<file path="config.mk">
export PLATFORM = sky130hd
export DESIGN_NAME = rsa_position_keyed_byte_cipher
export DESIGN_NICKNAME = d
export VERILOG_FILES = /design/src/design/rpkbc_pkg.sv /design/src/design/rpkbc_modmul.sv /design/src/design/rpkbc_datapath.sv /design/src/design/rpkbc_ctrl.sv /design/src/design/rsa_position_keyed_byte_cipher.sv
export SDC_FILE = /design/constraint.sdc
export NUM_CORES = 1
export LEC_CHECK = 0
export BUFFER_PORTS_ARGS = -buffer_cell sky130_fd_sc_hd__buf_2
export CORE_ASPECT_RATIO = 0.9
export CORE_MARGIN = 1.5
export CORE_UTILIZATION = 64
export CTS_BUF_LIST = sky130_fd_sc_hd__clkbuf_4 sky130_fd_sc_hd__clkbuf_8 sky130_fd_sc_hd__clkbuf_16
export CTS_CLUSTER_DIAMETER = 80
export DETAILED_ROUTE_END_ITERATION = 10
export PLACE_DENSITY = 0.83
export SYNTH_ARGS = -nofsm -noshare
export SYNTH_HDL_FRONTEND = slang
export SYNTH_SLANG_ARGS = --single-unit
</file>
<file path="constraint.sdc">
create_clock -name clk_i -period 21.7 [get_ports clk_i]
set_clock_uncertainty 0.2 [all_clocks]
set_input_delay 0 -clock clk_i [delete_from_list [all_inputs] [get_ports clk_i]]
set_output_delay 0 -clock clk_i [all_outputs]
set_load 0.01 [all_outputs]
</file>
<file path="src/design/rpkbc_pkg.sv">
// ----------------------------------------------------------------------------
// rpkbc_pkg
// Shared types and constants for the position-keyed RSA byte cipher.
// ----------------------------------------------------------------------------
package rpkbc_pkg;

  localparam int unsigned WORD_BITS_DEF = 32;
  localparam int unsigned MAX_LEN_DEF   = 4096;

  localparam int unsigned FIELD_BITS = 32;
  localparam int unsigned CFG_BITS   = 2;

  typedef logic [CFG_BITS-1:0] cfg_idx_t;

  localparam cfg_idx_t CFG_MODE     = 2'd0;
  localparam cfg_idx_t CFG_EXPONENT = 2'd1;
  localparam cfg_idx_t CFG_MODULUS  = 2'd2;

  localparam logic [FIELD_BITS-1:0] EXPONENT_RESET = 32'd3;
  localparam logic [FIELD_BITS-1:0] MODULUS_RESET  = 32'd187;

  localparam logic MODE_ENCRYPT = 1'b0;

  typedef enum logic [2:0] {
    ST_IDLE,
    ST_LOAD,
    ST_RED,
    ST_TEST,
    ST_ACC,
    ST_SQ,
    ST_FINISH
  } state_e;

  typedef enum logic [1:0] {
    MUL_REDUCE,
    MUL_ACC,
    MUL_SQUARE
  } mul_sel_e;

  typedef struct packed {
    logic     accept;
    logic     mul_start;
    mul_sel_e mul_sel;
    logic     base_wr;
    logic     acc_wr;
    logic     exp_shift;
    logic     out_load;
  } cmd_t;

  typedef struct packed {
    logic mul_done;
    logic mod_zero;
    logic exp_zero;
    logic exp_bit;
    logic out_free;
  } sts_t;

endpackage

</file>
<file path="src/design/rpkbc_modmul.sv">
// ----------------------------------------------------------------------------
// rpkbc_modmul
// Interleaved shift-add modular multiplier, one bit of the first operand
// per cycle, most significant bit first.
// ----------------------------------------------------------------------------
module rpkbc_modmul import rpkbc_pkg::*; #(
  parameter int unsigned WORD_BITS = WORD_BITS_DEF,
  parameter int unsigned OPND_BITS = WORD_BITS_DEF
) (
  input  logic                 clk_i,
  input  logic                 rst_ni,
  input  logic                 start_i,
  input  logic [OPND_BITS-1:0] a_i,
  input  logic [WORD_BITS-1:0] b_i,
  input  logic [WORD_BITS-1:0] m_i,
  output logic                 done_o,
  output logic [WORD_BITS-1:0] p_o
);

  localparam int unsigned CNT_BITS = $clog2(OPND_BITS + 1);

  logic                 busy_q;
  logic                 done_q;
  logic [CNT_BITS-1:0]  cnt_q;
  logic [OPND_BITS-1:0] a_q;
  logic [WORD_BITS-1:0] b_q;
  logic [WORD_BITS-1:0] m_q;
  logic [WORD_BITS-1:0] r_q;
  logic [WORD_BITS-1:0] r_d;
  logic [WORD_BITS:0]   dbl;
  logic [WORD_BITS:0]   dbl_red;
  logic [WORD_BITS:0]   sum;
  logic [WORD_BITS:0]   m_ext;

  always_comb begin
    m_ext   = {1'b0, m_q};
    dbl     = {r_q, 1'b0};
    dbl_red = (dbl >= m_ext) ? dbl - m_ext : dbl;
    sum     = dbl_red + (a_q[OPND_BITS-1] ? {1'b0, b_q} : '0);
    r_d     = (sum >= m_ext) ? WORD_BITS'(sum - m_ext) : WORD_BITS'(sum);
  end

  always_ff @(posedge clk_i or negedge rst_ni) begin
    if (!rst_ni) begin
      busy_q <= 1'b0;
      done_q <= 1'b0;
      cnt_q  <= '0;
    end else begin
      done_q <= 1'b0;
      if (start_i) begin
        busy_q <= 1'b1;
        cnt_q  <= CNT_BITS'(OPND_BITS);
      end else if (busy_q) begin
        cnt_q <= cnt_q - 1'b1;
        if (cnt_q == CNT_BITS'(1)) begin
          busy_q <= 1'b0;
          done_q <= 1'b1;
        end
      end
    end
  end

  always_ff @(posedge clk_i) begin
    if (start_i) begin
      a_q <= a_i;
      b_q <= b_i;
      m_q <= m_i;
      r_q <= '0;
    end else if (busy_q) begin
      a_q <= {a_q[OPND_BITS-2:0], 1'b0};
      r_q <= r_d;
    end
  end

  assign done_o = done_q;
  assign p_o    = r_q;

`ifndef ASSERT_OFF
  a_done_reduced: assert property (@(posedge clk_i) disable iff (!rst_ni)
    (done_q && m_q != '0) |-> (r_q < m_q))
    else $error("modmul result not below modulus");
  a_no_restart: assert property (@(posedge clk_i) disable iff (!rst_ni)
    busy_q |-> !start_i)
    else $error("modmul started while busy");
  a_finish: assert property (@(posedge clk_i) disable iff (!rst_ni)
    (busy_q && !start_i && cnt_q == CNT_BITS'(1)) |=> (done_q && !busy_q))
    else $error("modmul did not finish after last bit");
`endif

endmodule

</file>
<file path="src/design/rpkbc_datapath.sv">
// ----------------------------------------------------------------------------
// rpkbc_datapath
// Configuration registers, position counter, exponentiation registers and
// the output register around a shared modular multiplier.
// ----------------------------------------------------------------------------
module rpkbc_datapath import rpkbc_pkg::*; #(
  parameter int unsigned WORD_BITS = WORD_BITS_DEF,
  parameter int unsigned MAX_LEN   = MAX_LEN_DEF
) (
  input  logic                  clk_i,
  input  logic                  rst_ni,
  input  cmd_t                  cmd_i,
  output sts_t                  sts_o,
  input  logic                  cfg_valid_i,
  input  cfg_idx_t              cfg_index_i,
  input  logic [FIELD_BITS-1:0] cfg_data_i,
  input  logic [FIELD_BITS-1:0] in_value_i,
  input  logic                  in_last_i,
  output logic                  out_valid_o,
  input  logic                  out_stall_i,
  output logic [FIELD_BITS-1:0] out_value_o,
  output logic                  out_last_o
);

  localparam int unsigned POS_BITS  = (MAX_LEN > 2) ? $clog2(MAX_LEN) : 1;
  localparam int unsigned BASE_BITS = ((POS_BITS > 8) ? POS_BITS : 8) + 1;
  localparam int unsigned OPND_BITS = (WORD_BITS > BASE_BITS) ? WORD_BITS : BASE_BITS;

  logic                  mode_q;
  logic [WORD_BITS-1:0]  exponent_q;
  logic [WORD_BITS-1:0]  modulus_q;
  logic [POS_BITS-1:0]   pos_q;
  logic [7:0]            pos_item_q;
  logic                  last_q;
  logic [OPND_BITS-1:0]  base_q;
  logic [WORD_BITS-1:0]  acc_q;
  logic [WORD_BITS-1:0]  exp_q;
  logic                  out_valid_q;
  logic [FIELD_BITS-1:0] out_value_q;
  logic                  out_last_q;

  logic [OPND_BITS-1:0]  base_in;
  logic [WORD_BITS-1:0]  one_mod_m;
  logic [OPND_BITS-1:0]  mul_a;
  logic [WORD_BITS-1:0]  mul_b;
  logic                  mul_done;
  logic [WORD_BITS-1:0]  mul_p;
  logic [7:0]            dec_byte;

  assign one_mod_m = (modulus_q > WORD_BITS'(1)) ? WORD_BITS'(1) : '0;
  assign dec_byte  = acc_q[7:0] - pos_item_q;

  always_comb begin
    if (mode_q == MODE_ENCRYPT) begin
      base_in = OPND_BITS'(in_value_i[7:0]) + OPND_BITS'(pos_q);
    end else begin
      base_in = OPND_BITS'(in_value_i[WORD_BITS-1:0]);
    end
  end

  always_comb begin
    case (cmd_i.mul_sel)
      MUL_REDUCE: begin
        mul_a = base_q;
        mul_b = one_mod_m;
      end
      MUL_ACC: begin
        mul_a = OPND_BITS'(acc_q);
        mul_b = base_q[WORD_BITS-1:0];
      end
      MUL_SQUARE: begin
        mul_a = OPND_BITS'(base_q[WORD_BITS-1:0]);
        mul_b = base_q[WORD_BITS-1:0];
      end
      default: begin
        mul_a = '0;
        mul_b = '0;
      end
    endcase
  end

  rpkbc_modmul #(
    .WORD_BITS (WORD_BITS),
    .OPND_BITS (OPND_BITS)
  ) u_modmul (
    .clk_i   (clk_i),
    .rst_ni  (rst_ni),
    .start_i (cmd_i.mul_start),
    .a_i     (mul_a),
    .b_i     (mul_b),
    .m_i     (modulus_q),
    .done_o  (mul_done),
    .p_o     (mul_p)
  );

  always_ff @(posedge clk_i or negedge rst_ni) begin
    if (!rst_ni) begin
      mode_q      <= MODE_ENCRYPT;
      exponent_q  <= WORD_BITS'(EXPONENT_RESET);
      modulus_q   <= WORD_BITS'(MODULUS_RESET);
      pos_q       <= '0;
      out_valid_q <= 1'b0;
    end else begin
      if (cfg_valid_i) begin
        case (cfg_index_i)
          CFG_MODE:     mode_q     <= cfg_data_i[0];
          CFG_EXPONENT: exponent_q <= cfg_data_i[WORD_BITS-1:0];
          CFG_MODULUS:  modulus_q  <= cfg_data_i[WORD_BITS-1:0];
          default: begin
          end
        endcase
      end
      if (cmd_i.accept) begin
        if (in_last_i || pos_q == POS_BITS'(MAX_LEN - 1)) begin
          pos_q <= '0;
        end else begin
          pos_q <= pos_q + 1'b1;
        end
      end
      if (cmd_i.out_load) begin
        out_valid_q <= 1'b1;
      end else if (!out_stall_i) begin
        out_valid_q <= 1'b0;
      end
    end
  end

  always_ff @(posedge clk_i) begin
    if (cmd_i.accept) begin
      base_q     <= base_in;
      acc_q      <= one_mod_m;
      exp_q      <= exponent_q;
      pos_item_q <= 8'(pos_q);
      last_q     <= in_last_i;
    end else begin
      if (cmd_i.base_wr) begin
        base_q <= OPND_BITS'(mul_p);
      end
      if (cmd_i.acc_wr) begin
        acc_q <= mul_p;
      end
      if (cmd_i.exp_shift) begin
        exp_q <= exp_q >> 1;
      end
    end
    if (cmd_i.out_load) begin
      out_last_q <= last_q;
      if (mode_q == MODE_ENCRYPT) begin
        out_value_q <= FIELD_BITS'(acc_q);
      end else begin
        out_value_q <= FIELD_BITS'(dec_byte);
      end
    end
  end

  assign sts_o.mul_done = mul_done;
  assign sts_o.mod_zero = (modulus_q == '0);
  assign sts_o.exp_zero = (exp_q == '0);
  assign sts_o.exp_bit  = exp_q[0];
  assign sts_o.out_free = !out_valid_q || !out_stall_i;

  assign out_valid_o = out_valid_q;
  assign out_value_o = out_value_q;
  assign out_last_o  = out_last_q;

endmodule

</file>
<file path="src/design/rpkbc_ctrl.sv">
// ----------------------------------------------------------------------------
// rpkbc_ctrl
// Sequencer for right-to-left square-and-multiply exponentiation.
// ----------------------------------------------------------------------------
module rpkbc_ctrl import rpkbc_pkg::*; (
  input  logic clk_i,
  input  logic rst_ni,
  input  logic in_valid_i,
  output logic in_stall_o,
  input  sts_t sts_i,
  output cmd_t cmd_o
);

  state_e state_q;
  state_e state_d;

  always_comb begin
    state_d = state_q;
    case (state_q)
      ST_IDLE: begin
        if (in_valid_i) begin
          state_d = ST_LOAD;
        end
      end
      ST_LOAD: begin
        state_d = sts_i.mod_zero ? ST_FINISH : ST_RED;
      end
      ST_RED: begin
        if (sts_i.mul_done) begin
          state_d = ST_TEST;
        end
      end
      ST_TEST: begin
        if (sts_i.exp_zero) begin
          state_d = ST_FINISH;
        end else if (sts_i.exp_bit) begin
          state_d = ST_ACC;
        end else begin
          state_d = ST_SQ;
        end
      end
      ST_ACC: begin
        if (sts_i.mul_done) begin
          state_d = ST_SQ;
        end
      end
      ST_SQ: begin
        if (sts_i.mul_done) begin
          state_d = ST_TEST;
        end
      end
      ST_FINISH: begin
        if (sts_i.out_free) begin
          state_d = ST_IDLE;
        end
      end
      default: begin
        state_d = ST_IDLE;
      end
    endcase
  end

  always_comb begin
    cmd_o      = '0;
    in_stall_o = 1'b1;
    case (state_q)
      ST_IDLE: begin
        in_stall_o   = 1'b0;
        cmd_o.accept = in_valid_i;
      end
      ST_LOAD: begin
        cmd_o.mul_start = !sts_i.mod_zero;
        cmd_o.mul_sel   = MUL_REDUCE;
      end
      ST_RED: begin
        cmd_o.mul_sel = MUL_REDUCE;
        cmd_o.base_wr = sts_i.mul_done;
      end
      ST_TEST: begin
        cmd_o.mul_start = !sts_i.exp_zero;
        cmd_o.mul_sel   = sts_i.exp_bit ? MUL_ACC : MUL_SQUARE;
      end
      ST_ACC: begin
        cmd_o.acc_wr    = sts_i.mul_done;
        cmd_o.mul_start = sts_i.mul_done;
        cmd_o.mul_sel   = sts_i.mul_done ? MUL_SQUARE : MUL_ACC;
      end
      ST_SQ: begin
        cmd_o.mul_sel   = MUL_SQUARE;
        cmd_o.base_wr   = sts_i.mul_done;
        cmd_o.exp_shift = sts_i.mul_done;
      end
      ST_FINISH: begin
        cmd_o.out_load = sts_i.out_free;
      end
      default: begin
      end
    endcase
  end

  always_ff @(posedge clk_i or negedge rst_ni) begin
    if (!rst_ni) begin
      state_q <= ST_IDLE;
    end else begin
      state_q <= state_d;
    end
  end

`ifndef ASSERT_OFF
  a_accept_loads: assert property (@(posedge clk_i) disable iff (!rst_ni)
    cmd_o.accept |=> (state_q == ST_LOAD))
    else $error("accepted word did not enter load");
  a_start_waits: assert property (@(posedge clk_i) disable iff (!rst_ni)
    cmd_o.mul_start |=> (state_q == ST_RED || state_q == ST_ACC || state_q == ST_SQ))
    else $error("multiplier started outside a wait state");
  a_finish_once: assert property (@(posedge clk_i) disable iff (!rst_ni)
    cmd_o.out_load |=> (state_q == ST_IDLE && !cmd_o.out_load))
    else $error("result loaded without returning to idle");
`endif

endmodule

</file>
<file path="src/design/rsa_position_keyed_byte_cipher.sv">
// ----------------------------------------------------------------------------
// rsa_position_keyed_byte_cipher
// Textbook RSA over a buffer, one word at a time, keyed by buffer position.
//
//   channel  direction  handshake                    payload
//   cfg      in         cfg_valid_i / cfg_ready_o    cfg_index_i, cfg_data_i
//   in       in         in_valid_i / in_stall_o      in_value_i, in_last_i
//   out      out        out_valid_o / out_stall_i    out_value_o, out_last_o
//
// Each word is worked by the bit-serial modular multiplier, whose operand width
// is 32 by default; the work ends after the highest set exponent bit.
// Reset clears the controller and the position and returns the configuration
// registers to their reset values.
// A stalled result waits in the output register while the next word is taken.
// ----------------------------------------------------------------------------
module rsa_position_keyed_byte_cipher import rpkbc_pkg::*; #(
  parameter int unsigned WORD_BITS = WORD_BITS_DEF,
  parameter int unsigned MAX_LEN   = MAX_LEN_DEF
) (
  input  logic                  clk_i,
  input  logic                  rst_ni,
  input  logic                  cfg_valid_i,
  output logic                  cfg_ready_o,
  input  cfg_idx_t              cfg_index_i,
  input  logic [FIELD_BITS-1:0] cfg_data_i,
  input  logic                  in_valid_i,
  output logic                  in_stall_o,
  input  logic [FIELD_BITS-1:0] in_value_i,
  input  logic                  in_last_i,
  output logic                  out_valid_o,
  input  logic                  out_stall_i,
  output logic [FIELD_BITS-1:0] out_value_o,
  output logic                  out_last_o
);

  cmd_t cmd;
  sts_t sts;

  assign cfg_ready_o = 1'b1;

  rpkbc_ctrl u_ctrl (
    .clk_i      (clk_i),
    .rst_ni     (rst_ni),
    .in_valid_i (in_valid_i),
    .in_stall_o (in_stall_o),
    .sts_i      (sts),
    .cmd_o      (cmd)
  );

  rpkbc_datapath #(
    .WORD_BITS (WORD_BITS),
    .MAX_LEN   (MAX_LEN)
  ) u_datapath (
    .clk_i       (clk_i),
    .rst_ni      (rst_ni),
    .cmd_i       (cmd),
    .sts_o       (sts),
    .cfg_valid_i (cfg_valid_i),
    .cfg_index_i (cfg_index_i),
    .cfg_data_i  (cfg_data_i),
    .in_value_i  (in_value_i),
    .in_last_i   (in_last_i),
    .out_valid_o (out_valid_o),
    .out_stall_i (out_stall_i),
    .out_value_o (out_value_o),
    .out_last_o  (out_last_o)
  );

endmodule

</file>
==> impl_metrics.csv <==
group,metric,value,unit
critical_path,cp_slowest_stage_delay,520,ps
timing,hold_viol,0,
detailed_routing,wire_per_inst,20.3,um
critical_path,worst-path-buf-inv,3,
detailed_routing,ant_nets,0,
cts,clkTransAtPathRegs,60,ps
floorplanning,die-height,173,um
critical_path,crit_top_cell,"a21oi_1",
yosys,ys_seq_area_share,48.4,%
yosys,ys_warn_count,0,
place,gp_congestion,0.948,
detailed_routing,route.detailed.drc,0,
yosys,syn_inst,1991,
timing,min_period,8800,ps
final_layout,drive_above_1_share,13.3,%
timing,tightest_slew,1230,ps
final_layout,mostFrequentLayoutCell,"nand2_1",
cts,cts_setup_buffers,0,
critical_path,cp.arrival,9040,ps
detailed_routing,dr_total_vias,15977,
final_layout,syn_to_final_growth,14.3,%
final_layout,n_antenna_cell,0,
critical_path,cp_slowest_cell,"a2111o_1",
cts,clockBufferDepth,3,
cts,htree_levels,2,
floorplanning,rows,61,
critical_path,critPathCaptureType,"flip-flop",
yosys,synth_flop_cell,"edfxtp_1",
critical_path,crit_fanout,62,
yosys,ys_seq_elements,355,
timing,relSlewSlack,18.3,%
global_route,antenna_found_initial,0,
cts,cts.sinks,355,
detailed_routing,drtIter0Drc,1418,
timing,achievable-frequency,114,MHz
critical_path,startpoint_type,"flip-flop",
floorplanning,num_io_pins,108,
detailed_routing,first_pass_iters,6,
cts,ctsResizeCount,0,
yosys,ys_async_sr_fraction,25.1,%
detailed_routing,m1WireLength,21700,um
floorplanning,start_util,65.6,%
global_route,first_global_vias,15888,
yosys,synth_edf_count,234,
yosys,syn_area,0.0205,mm^2
timing,fin_crit_sh,40.5,%
global_route,grt_pass1_wl,83800,um
detailed_routing,routed-wl-met2,26400,um
global_route,grt_max_degree,73,
cts,clock_latency,540,ps
floorplanning,dieArea,0.0331,mm^2
timing,rsz0062_at_grt,"false",
final_layout,nets,2337,
cts,numCtsBuffers,38,
flow_run,cap_violations,0,
detailed_routing,wl_met3,2950,um
detailed_routing,via_per_inst,6.19,
timing,slew_violations,0,
detailed_routing,wl,52400,um
status,run_status,"completed",
detailed_routing,topRoutingLayerUsed,"met4",
timing,fin_tns_setup,0,ps
critical_path,crit_family,"compound AO/OA/AOI/OAI gates",
cts,cts_tree,"done",
critical_path,path_class,"flip-flop to flip-flop",
yosys,syn-num-nets,2185,
critical_path,required,21950,ps
final_layout,final_cell_mix,"nand2_1, edfxtp_1, a21oi_1",
min_path,min_path_type,"input port to flip-flop",
yosys,syn_avg_cell_area,10.3,um^2
floorplanning,die_w,192,um
global_route,overflow,0,
place,hpwl,36800,um
place,portBuffers,106,
yosys,synth_cell_type_count,73,
cts,root_buffer,"clkbuf_16",
floorplanning,core,0.0312,mm^2
global_route,grt.total_usage,32.1,%
timing,setup_viol,0,
==> layout make-up <==
type | count | area [um^2]
Tap cell | 409 | 512
Clock inverter | 16 | 209
Multi-Input combinational cell | 1461 | 9940
Inverter | 90 | 338
Fill cell | 2134 | 7810
Timing Repair Buffer | 197 | 1400
Clock buffer | 54 | 1100
Sequential cell | 355 | 9910
==> cells by family after synthesis <==
family                     synth area share (%)
buffers and inverters                      3.28
DFF                                        48.4
other                                    0.0183
muxes                                      5.43
and+or+nand+nor                            14.4
xor gates and xnor gates                   4.62
adders and majority gates                  7.64
AOI/OAI and AO/OA                          16.3
==> cell usage after synthesis, types with 4 or more instances <==
cell,instances,area (um^2)
nand2b_1,13,81.3
o31ai_1,40,300
nor2_1,85,319
and2_1,36,225
a211oi_1,20,150
nor3b_1,10,75.1
and3_1,10,62.6
o211ai_1,11,82.6
xor2_1,53,464
clkbuf_1,68,255
dfxtp_1,32,641
nor4_1,21,131
a31oi_1,7,43.8
a21o_1,63,473
xnor2_1,55,482
dfstp_2,8,210
edfxtp_1,234,7030
o21bai_1,16,120
a21boi_0,9,67.6
ha_1,117,1460
nand3_1,27,135
and4_1,4,35.0
inv_1,87,327
o21ai_0,121,606
nor3_1,23,115
fa_1,5,100
nand4_1,22,138
dfrtp_1,81,2030
o21a_1,15,113
mux2i_1,29,290
buf_1,12,45.0
a22oi_1,32,240
nand2_1,244,916
nor2b_1,99,619
a21oi_1,146,731
mux2_2,73,822
==> metal layers <==
layer | vias up | track usage (%)
met3 | 102 | 3.82
li1 | 7559 | -
met1 | 7735 | 42.2
met2 | 581 | 56.1
met4 | 0 | 8.82
met5 | - | 0
==> sequential cells by signal (all words and copies together) (netlist names), 6 cells and up <==
name	count
u_datapath.exp_q	32
u_datapath.base_q	32
u_datapath.out_value_o	32
u_datapath.u_modmul.m_q	32
u_datapath.acc_q	32
u_datapath.u_modmul.b_q	32
u_datapath.pos_item_q	8
u_datapath.modulus_q	32
u_datapath.exponent_q	32
u_datapath.u_modmul.cnt_q	6
u_datapath.pos_q	12
u_datapath.u_modmul.p_o	32
u_datapath.u_modmul.a_q	32
==> path summary, 6_finish.rpt <==
path / from / end / slack, ps / cells after the start
hold / removal: in_last_i / u_datapath.last_q / 30 / 2
min in group asynchronous: rst_ni / u_datapath.u_modmul.done_o / 60 / 3
max in group asynchronous: rst_ni / u_datapath.mode_q / 20200 / 3
setup / recovery: u_datapath.u_modmul.m_q[1] / u_datapath.u_modmul.p_o[10] / 12900 / 30
hold reg to reg: u_datapath.last_q / u_datapath.out_last_o / 240 / 0
setup reg to reg: u_datapath.u_modmul.m_q[1] / u_datapath.u_modmul.p_o[10] / 12900 / 30
==> stage by stage <==
step                      hold WS (ps)  std cells  instance area (um^2)  utilization, %  worst slack (ps)
after detailed placement          -310       2440                 21400            68.5             13170
after global placement            -311       2440                 21400            68.5             13480
after CTS                         17.4       2582                 23400            75.0             13110
after floorplan                   -496       1991                 20500               -             14530
after global routing              50.8       2582                 23400            75.0             12410
final                             33.4       2582                 23400            75.0             12900
==> what timing repair did <==
item,CTS,global route
hold buffers,72,0
hold endpoints to repair,228,0
endpoints found under the setup margin,0,0
Power is left out: the tool's default activity adds up to more than one toggle a clock period on the data nets, which glitch-free logic cannot reach.
